[config.mk]
export PLATFORM = sky130hd
export DESIGN_NAME = calendar_date_difference_days
export DESIGN_NICKNAME = d
export VERILOG_FILES = /design/src/cdd_pkg.sv /design/src/cdd_ctrl.sv /design/src/cdd_datapath.sv /design/src/calendar_date_difference_days.sv
export SDC_FILE = /design/constraint.sdc
export NUM_CORES = 1
export LEC_CHECK = 0
export BUFFER_PORTS_ARGS = -buffer_cell sky130_fd_sc_hd__buf_4
export CAP_MARGIN = 25
export CORE_MARGIN = 1
export CORE_UTILIZATION = 58
export CTS_CLUSTER_SIZE = 8
export DETAILED_ROUTE_END_ITERATION = 8
export PLACE_DENSITY = 0.8
export SLEW_MARGIN = 20
export SYNTH_ARGS = -nofsm -noshare
export SYNTH_HDL_FRONTEND = slang
export SYNTH_HIERARCHICAL = 1
export SYNTH_SLANG_ARGS = --single-unit
[constraint.sdc]
create_clock -name clk -period 8.4 [get_ports clk]
set_input_delay 0.84 -clock clk [delete_from_list [all_inputs] [get_ports clk]]
set_output_delay 0.84 -clock clk [all_outputs]
set_load 0.02 [all_outputs]
[src/cdd_pkg.sv]
// Shared types, constants and calendar tables for the date difference block.
`timescale 1ns / 1ps
`default_nettype none

package cdd_pkg;

	localparam int YEAR_W  = 14;
	localparam int MONTH_W = 4;
	localparam int DAY_W   = 5;
	localparam int COUNT_W = 22;
	// Absolute day number from year 0; the largest year gives just under 6.0e6.
	localparam int NUM_W   = 23;
	// Leap day correction for all years before a given year.
	localparam int CORR_W  = 13;
	// Quotient of a year by one hundred.
	localparam int QUO_W   = 8;
	localparam int DOY_W   = 9;

	// floor(x / 100) == (x * 5243) >> 19 for every x below 43699.
	localparam int RECIP_W     = 13;
	localparam int PROD_W      = YEAR_W + RECIP_W;
	localparam logic [RECIP_W-1:0] RECIP100 = 13'd5243;
	localparam int RECIP_SHIFT = 19;

	localparam logic [8:0] DAYS_PER_YEAR = 9'd365;
	localparam logic [COUNT_W-1:0] COUNT_MAX = {COUNT_W{1'b1}};

	localparam logic [MONTH_W-1:0] MONTH_JAN = 4'd1;
	localparam logic [MONTH_W-1:0] MONTH_FEB = 4'd2;
	localparam logic [MONTH_W-1:0] MONTH_DEC = 4'd12;

	typedef enum logic [2:0] {
		ST_IDLE,
		ST_QUO,
		ST_YEAR,
		ST_DAY,
		ST_FIN
	} state_t;

	typedef enum logic [2:0] {
		OP_NONE,
		OP_QUO,
		OP_YEAR,
		OP_DAY,
		OP_FIN
	} op_t;

	typedef struct packed {
		logic load;
		op_t  op;
		logic sel;
		logic out_load;
	} cmd_t;

	// Length of a month; February depends on the leap flag. Zero for a bad month.
	function automatic logic [DAY_W-1:0] month_len(input logic [MONTH_W-1:0] m,
			input logic leap);
		logic [DAY_W-1:0] len;
		case (m)
			4'd1, 4'd3, 4'd5, 4'd7, 4'd8, 4'd10, 4'd12: len = 5'd31;
			4'd4, 4'd6, 4'd9, 4'd11:                    len = 5'd30;
			4'd2:                                       len = leap ? 5'd29 : 5'd28;
			default:                                    len = 5'd0;
		endcase
		return len;
	endfunction

	// Days in a common year before the first of the month.
	function automatic logic [DOY_W-1:0] cum_days(input logic [MONTH_W-1:0] m);
		logic [DOY_W-1:0] days;
		case (m)
			4'd1:    days = 9'd0;
			4'd2:    days = 9'd31;
			4'd3:    days = 9'd59;
			4'd4:    days = 9'd90;
			4'd5:    days = 9'd120;
			4'd6:    days = 9'd151;
			4'd7:    days = 9'd181;
			4'd8:    days = 9'd212;
			4'd9:    days = 9'd243;
			4'd10:   days = 9'd273;
			4'd11:   days = 9'd304;
			4'd12:   days = 9'd334;
			default: days = 9'd0;
		endcase
		return days;
	endfunction

endpackage

`default_nettype wire

[src/cdd_ctrl.sv]
// Controller state machine that sequences the two dates through the datapath.
`timescale 1ns / 1ps
`default_nettype none

module cdd_ctrl
	import cdd_pkg::*;
(
	input  wire  clk,
	input  wire  arst_n,
	input  wire  in_valid,
	output logic in_stall,
	output logic out_valid,
	input  wire  out_stall,
	output cmd_t cmd
);

	state_t state_q, state_d;
	logic   sel_q, sel_d;
	logic   out_valid_q;

	always_ff @(posedge clk or negedge arst_n) begin
		if (!arst_n) begin
			state_q     <= ST_IDLE;
			sel_q       <= 1'b0;
			out_valid_q <= 1'b0;
		end else begin
			state_q <= state_d;
			sel_q   <= sel_d;
			if (cmd.out_load) begin
				out_valid_q <= 1'b1;
			end else if (!out_stall) begin
				out_valid_q <= 1'b0;
			end
		end
	end

	always_comb begin
		state_d      = state_q;
		sel_d        = sel_q;
		cmd.load     = 1'b0;
		cmd.op       = OP_NONE;
		cmd.sel      = sel_q;
		cmd.out_load = 1'b0;
		case (state_q)
			ST_IDLE: begin
				if (in_valid) begin
					cmd.load = 1'b1;
					sel_d    = 1'b0;
					state_d  = ST_QUO;
				end
			end
			ST_QUO: begin
				cmd.op  = OP_QUO;
				state_d = ST_YEAR;
			end
			ST_YEAR: begin
				cmd.op  = OP_YEAR;
				state_d = ST_DAY;
			end
			ST_DAY: begin
				cmd.op = OP_DAY;
				if (sel_q) begin
					state_d = ST_FIN;
				end else begin
					sel_d   = 1'b1;
					state_d = ST_QUO;
				end
			end
			ST_FIN: begin
				// The result register is free, or its beat leaves this cycle.
				if (!out_valid_q || !out_stall) begin
					cmd.op       = OP_FIN;
					cmd.out_load = 1'b1;
					state_d      = ST_IDLE;
				end
			end
			default: begin
				state_d = ST_IDLE;
			end
		endcase
	end

	assign in_stall  = (state_q != ST_IDLE);
	assign out_valid = out_valid_q;

	a_accept_starts: assert property (@(posedge clk) disable iff (!arst_n)
		in_valid && !in_stall |=> state_q == ST_QUO && !sel_q)
		else $error("accepted beat did not start the first date");

	a_second_date: assert property (@(posedge clk) disable iff (!arst_n)
		state_q == ST_DAY && !sel_q |=> state_q == ST_QUO && sel_q)
		else $error("second date not started after the first");

	a_result_from_fin: assert property (@(posedge clk) disable iff (!arst_n)
		$rose(out_valid) |-> $past(state_q == ST_FIN))
		else $error("result appeared without a finish step");

	a_no_overwrite: assert property (@(posedge clk) disable iff (!arst_n)
		cmd.out_load |-> !out_valid_q || !out_stall)
		else $error("result register overwritten while stalled");

endmodule

`default_nettype wire

[src/cdd_datapath.sv]
// Datapath: captured dates, year quotient, leap correction, day numbers, result.
`timescale 1ns / 1ps
`default_nettype none

module cdd_datapath
	import cdd_pkg::*;
(
	input  wire                 clk,
	input  wire                 arst_n,
	input  cmd_t                cmd,
	input  wire                 cfg_write_en,
	input  wire                 cfg_write_data,
	input  wire  [YEAR_W-1:0]   first_year,
	input  wire  [MONTH_W-1:0]  first_month,
	input  wire  [DAY_W-1:0]    first_day,
	input  wire  [YEAR_W-1:0]   second_year,
	input  wire  [MONTH_W-1:0]  second_month,
	input  wire  [DAY_W-1:0]    second_day,
	output logic [COUNT_W-1:0]  day_count,
	output logic                date_invalid
);

	logic [YEAR_W-1:0]  fy_q, sy_q;
	logic [MONTH_W-1:0] fm_q, sm_q;
	logic [DAY_W-1:0]   fd_q, sd_q;
	logic [QUO_W-1:0]   quo_q;
	logic               leap_q;
	logic [CORR_W-1:0]  corr_q;
	logic [NUM_W-1:0]   n0_q, n1_q;
	logic               bad_q;
	logic [COUNT_W-1:0] day_count_q;
	logic               date_invalid_q;
	logic               include_end_day_q;

	logic [YEAR_W-1:0]  y_sel;
	logic [MONTH_W-1:0] m_sel;
	logic [DAY_W-1:0]   d_sel;
	logic [PROD_W-1:0]  prod;
	logic [YEAR_W:0]    quo100;
	logic               rem0, leap;
	logic [CORR_W-1:0]  c4, c100, c400, corr;
	logic [DAY_W-1:0]   len;
	logic               bad;
	logic [DOY_W-1:0]   doy;
	logic [NUM_W-1:0]   num;
	logic               first_earlier;
	logic [NUM_W-1:0]   lo, hi, diff;
	logic [NUM_W:0]     sum;
	logic [COUNT_W-1:0] count;

	assign y_sel = cmd.sel ? sy_q : fy_q;
	assign m_sel = cmd.sel ? sm_q : fm_q;
	assign d_sel = cmd.sel ? sd_q : fd_q;

	// Year divided by one hundred through a reciprocal multiply.
	assign prod = PROD_W'(y_sel) * PROD_W'(RECIP100);

	// Leap rule and leap days before the year, from the registered quotient.
	always_comb begin
		quo100 = (($bits(quo100))'(quo_q) << 6) + (($bits(quo100))'(quo_q) << 5)
			+ (($bits(quo100))'(quo_q) << 2);
		rem0   = (quo100 == ($bits(quo100))'(y_sel));
		leap   = (y_sel[1:0] == 2'b00) && (!rem0 || quo_q[1:0] == 2'b00);
		c4     = CORR_W'((($bits(quo100))'(y_sel) + ($bits(quo100))'(3)) >> 2);
		c100   = CORR_W'(quo_q) + CORR_W'(!rem0);
		c400   = CORR_W'(quo_q[QUO_W-1:2]) + CORR_W'(!(rem0 && quo_q[1:0] == 2'b00));
		corr   = c4 - c100 + c400;
	end

	// Day of year and absolute day number of the selected date.
	always_comb begin
		len = month_len(m_sel, leap_q);
		bad = !(m_sel inside {[MONTH_JAN:MONTH_DEC]}) || (d_sel == '0) || (d_sel > len);
		doy = bad ? '0 : cum_days(m_sel) + DOY_W'(leap_q && m_sel > MONTH_FEB)
			+ DOY_W'(d_sel);
		num = NUM_W'(y_sel) * NUM_W'(DAYS_PER_YEAR) + NUM_W'(corr_q) + NUM_W'(doy);
	end

	// Order by the raw fields, then clamp, add the end day and saturate.
	always_comb begin
		first_earlier = {fy_q, fm_q, fd_q} < {sy_q, sm_q, sd_q};
		lo    = first_earlier ? n0_q : n1_q;
		hi    = first_earlier ? n1_q : n0_q;
		diff  = (hi > lo) ? hi - lo : '0;
		sum   = ($bits(sum))'(diff) + ($bits(sum))'(include_end_day_q);
		count = (sum > ($bits(sum))'(COUNT_MAX)) ? COUNT_MAX : sum[COUNT_W-1:0];
	end

	always_ff @(posedge clk or negedge arst_n) begin
		if (!arst_n) begin
			include_end_day_q <= 1'b1;
		end else if (cfg_write_en) begin
			include_end_day_q <= cfg_write_data;
		end
	end

	always_ff @(posedge clk) begin
		if (cmd.load) begin
			fy_q  <= first_year;
			fm_q  <= first_month;
			fd_q  <= first_day;
			sy_q  <= second_year;
			sm_q  <= second_month;
			sd_q  <= second_day;
			bad_q <= 1'b0;
		end
		case (cmd.op)
			OP_QUO: begin
				quo_q <= prod[RECIP_SHIFT +: QUO_W];
			end
			OP_YEAR: begin
				leap_q <= leap;
				corr_q <= corr;
			end
			OP_DAY: begin
				if (cmd.sel) begin
					n1_q <= num;
				end else begin
					n0_q <= num;
				end
				bad_q <= bad_q | bad;
			end
			OP_FIN: begin
				day_count_q    <= count;
				date_invalid_q <= bad_q;
			end
			default: begin
			end
		endcase
	end

	assign day_count    = day_count_q;
	assign date_invalid = date_invalid_q;

endmodule

`default_nettype wire

[src/calendar_date_difference_days.sv]
// Top level: days between two Gregorian dates, controller plus datapath.
//
// Channel  Direction  Handshake            Beat contents
// -------  ---------  -------------------  ---------------------------------------------
// in       to block   in_valid / in_stall  first and second year, month, day
// out      from block out_valid/out_stall  day_count, date_invalid
// cfg      to block   cfg_write_en         cfg_write_data = include_end_day
//
// A beat is accepted only in the idle state; three steps per date on one shared datapath
// (year quotient, leap correction, day number) and one finish step follow, and the finish
// step loads the result; no new beat is taken before the block is back in the idle state.
// in_stall stays high from acceptance until the finish step loads the result.
// The finish step waits only while a stalled result still sits in the output register.
// Reset clears the state machine and output valid and sets include_end_day to 1.
`timescale 1ns / 1ps
`default_nettype none

module calendar_date_difference_days
	import cdd_pkg::*;
(
	input  wire                 clk,
	input  wire                 arst_n,
	input  wire                 in_valid,
	output logic                in_stall,
	input  wire  [YEAR_W-1:0]   first_year,
	input  wire  [MONTH_W-1:0]  first_month,
	input  wire  [DAY_W-1:0]    first_day,
	input  wire  [YEAR_W-1:0]   second_year,
	input  wire  [MONTH_W-1:0]  second_month,
	input  wire  [DAY_W-1:0]    second_day,
	output logic                out_valid,
	input  wire                 out_stall,
	output logic [COUNT_W-1:0]  day_count,
	output logic                date_invalid,
	input  wire                 cfg_write_en,
	input  wire                 cfg_write_data
);

	// Command bundle from the controller to the datapath.
	cmd_t cmd;

	// The controller owns the handshakes and steps the datapath through both dates.
	cdd_ctrl u_ctrl (
		.clk       (clk),
		.arst_n    (arst_n),
		.in_valid  (in_valid),
		.in_stall  (in_stall),
		.out_valid (out_valid),
		.out_stall (out_stall),
		.cmd       (cmd)
	);

	// The datapath holds the captured beat, the intermediate terms and the result.
	cdd_datapath u_datapath (
		.clk            (clk),
		.arst_n         (arst_n),
		.cmd            (cmd),
		.cfg_write_en   (cfg_write_en),
		.cfg_write_data (cfg_write_data),
		.first_year     (first_year),
		.first_month    (first_month),
		.first_day      (first_day),
		.second_year    (second_year),
		.second_month   (second_month),
		.second_day     (second_day),
		.day_count      (day_count),
		.date_invalid   (date_invalid)
	);

endmodule

`default_nettype wire

==> results.yml <==
sta:
  max_freq_mhz: 129
  min_period_over_period: 0.924
  finClkSkew_ns: 0.0163
  hold_viol: 0
  drv_slew: 0
  slew_headroom: 0.378
  fin_crit_ns: 7.76
  worstMarginPinSlew_ns: 0.925
  setup_viol: 0
final_layout:
  area_growth_pct: 11.0
  layout-drive-gt1-share: 0.105
  fin_area_sq_um: 18000
  finalNetCount: 2128
  n_antenna_cell: 0
  nFillCells: 2074
worst_setup_path:
  worstRegToRegCells: 36
  reg2reg_setup_slack_ns: 0.64
  crit_path_max_incr_delay_ns: 0.53
  path_class: "reg2reg"
  cp-end-kind: "flip-flop"
  critical_path.startpoint: "u_ctrl/sel_q"
  arrival_ns: 7.93
  critical_path_required_ns: 8.57
  crit_top_cell: "a21oi_1"
  critPathMaxFanout: 8
  crit_slowest_cell: "fa_1"
  start_kind: "flip-flop"
  endpoint: "u_datapath/n0_q[22]"
  worstReg2RegStart: "u_ctrl/sel_q"
  r2r_end: "u_datapath/n0_q[22]"
clock_tree:
  clk_pin_slew_ns: 0.08
  cts_setup_buffers: 0
  cts.sinks: 144
  cts_tree: "yes"
  hold_buffers: 0
  htreeDepth: 4
  clk_latency_ns: 0.43
  cts_resized: 0
  cts_root_buf: "clkbuf_16"
  cts_buffer_depth: 2
  cts_made_buffers: 17
routing:
  vias_per_cell: 5.57
  routed_wl_um: 34900
  vias: 11600
  antenna_left: 0
  drtPass1Iterations: 6
  drc: 0
  wl_per_cell_um: 16.7
  drt_iter0_markers: 781
place:
  gp_congestion: 0.946
  place_hpwl_um: 29100
  placed_cell_area_sq_um: 17400
  portBuffers: 76
global_route:
  grt_pass1_wl_um: 57300
  grt_max_degree: 47
  grt_usage: 0.255
  gr-total-overflow: 0
  grt_pass1_vias: 12000
  antenna_found_initial: 1
job:
  maxCapViolCount: 0
outcome:
  status: "finished, final reports clean"
synthesis:
  synth_nets: 2022
  syn_avg_cell_area_sq_um: 10.2
  yosys_warnings: 6
  synth_cells: 1592
  syn-cell-area_sq_um: 16200
floorplan:
  core_area_sq_um: 27300
  ioPinCount: 77
  die_w_um: 169
  num_rows: 60
  dieArea_sq_um: 28700
  die_h_um: 169
  start_util: 0.596
hold_path:
  hold_path.class: "in2async"
[per-layer routing]
layer	global-route usage	share of wire
met5	0	0.00037
met3	0.0368	0.047
met4	0.0756	0.022
met2	0.456	0.51
met1	0.319	0.42
[through the flow]
| step | hold slack, ns | worst slack (ns) | cells | setup TNS, ns | utilization |
|---|---|---|---|---|---|
| 2_1_floorplan | 0.427 | 0.105 | 1592 | 0 | - |
| 3_3_place_gp | 0.501 | 0.558 | 2049 | 0 | 0.639 |
| 3_5_place_dp | 0.481 | 0.197 | 2051 | 0 | 0.640 |
| 4_1_cts | 0.201 | 0.140 | 2083 | 0 | 0.661 |
| 5_1_grt | 0.204 | -0.00613 | 2083 | -0.0122 | 0.662 |
| 6_report | 0.213 | 0.641 | 2083 | 0 | 0.662 |
[critical path, delay by kind of cell, from the launching register on]
kind,cells,cell delay (ns)
fa+ha+maj,6,2.35
xor+xnor,1,0.10
mux,1,0.22
compound gates,18,3.22
buf+inv,5,0.64
simple gates,5,0.54
flops,1,0.42
[state kept, by name (all words and copies together) (netlist names), 3 cells and up]
name                  count
u_datapath/corr_q        13
u_datapath/sm_q           4
u_ctrl/state_q            3
u_datapath/n1_q          23
u_datapath/n0_q          23
u_datapath/day_count     22
u_datapath/sd_q           5
u_datapath/fy_q          14
u_datapath/sy_q          14
u_datapath/fm_q           4
u_datapath/quo_q          8
u_datapath/fd_q           5
[layout by cell type (no fill, tap or decap), types with 7 or more instances in the layout]
cell type / instances
maj3_1: 14
nor3_1: 29
o31ai_1: 9
fa_1: 138
inv_1: 269
nand2b_1: 39
nor2b_1: 38
a21oi_1: 74
buf_4: 101
mux2i_1: 26
ha_1: 240
a21o_1: 19
nor2_1: 94
clkbuf_16: 17
a31oi_1: 13
a211oi_1: 7
nand4_1: 9
mux2_2: 7
o21bai_1: 18
o21a_1: 17
edfxtp_1: 138
nand2_1: 68
xnor2_1: 86
xor2_1: 31
o21ai_0: 53
nand3_1: 19
[worst min path at each step]
stage,cells after the start,end,slack [ns]
5_1_grt,1,u_ctrl/state_q[2],0.20
4_1_cts,1,u_ctrl/state_q[1],0.20
3_3_place_gp,0,u_datapath/date_invalid,0.50
6_report,1,u_ctrl/out_valid,0.21
2_1_floorplan,0,u_datapath/date_invalid,0.43
3_5_place_dp,0,u_datapath/date_invalid,0.48
[final cells by class]
| type | count | area (sq um) | area share |
|---|---|---|---|
| tap | 372 | 465 | 0.0258 |
| multi-input combinational | 1162 | 10900 | 0.605 |
| clock inverter | 15 | 143 | 0.00791 |
| inverter | 269 | 1010 | 0.0560 |
| clock buffer | 17 | 425 | 0.0236 |
| sequential | 144 | 4300 | 0.238 |
| timing repair buffer | 104 | 792 | 0.0439 |
Power is left out: the tool's default activity adds up to more than one toggle a clock period on the data nets, which glitch-free logic cannot reach.
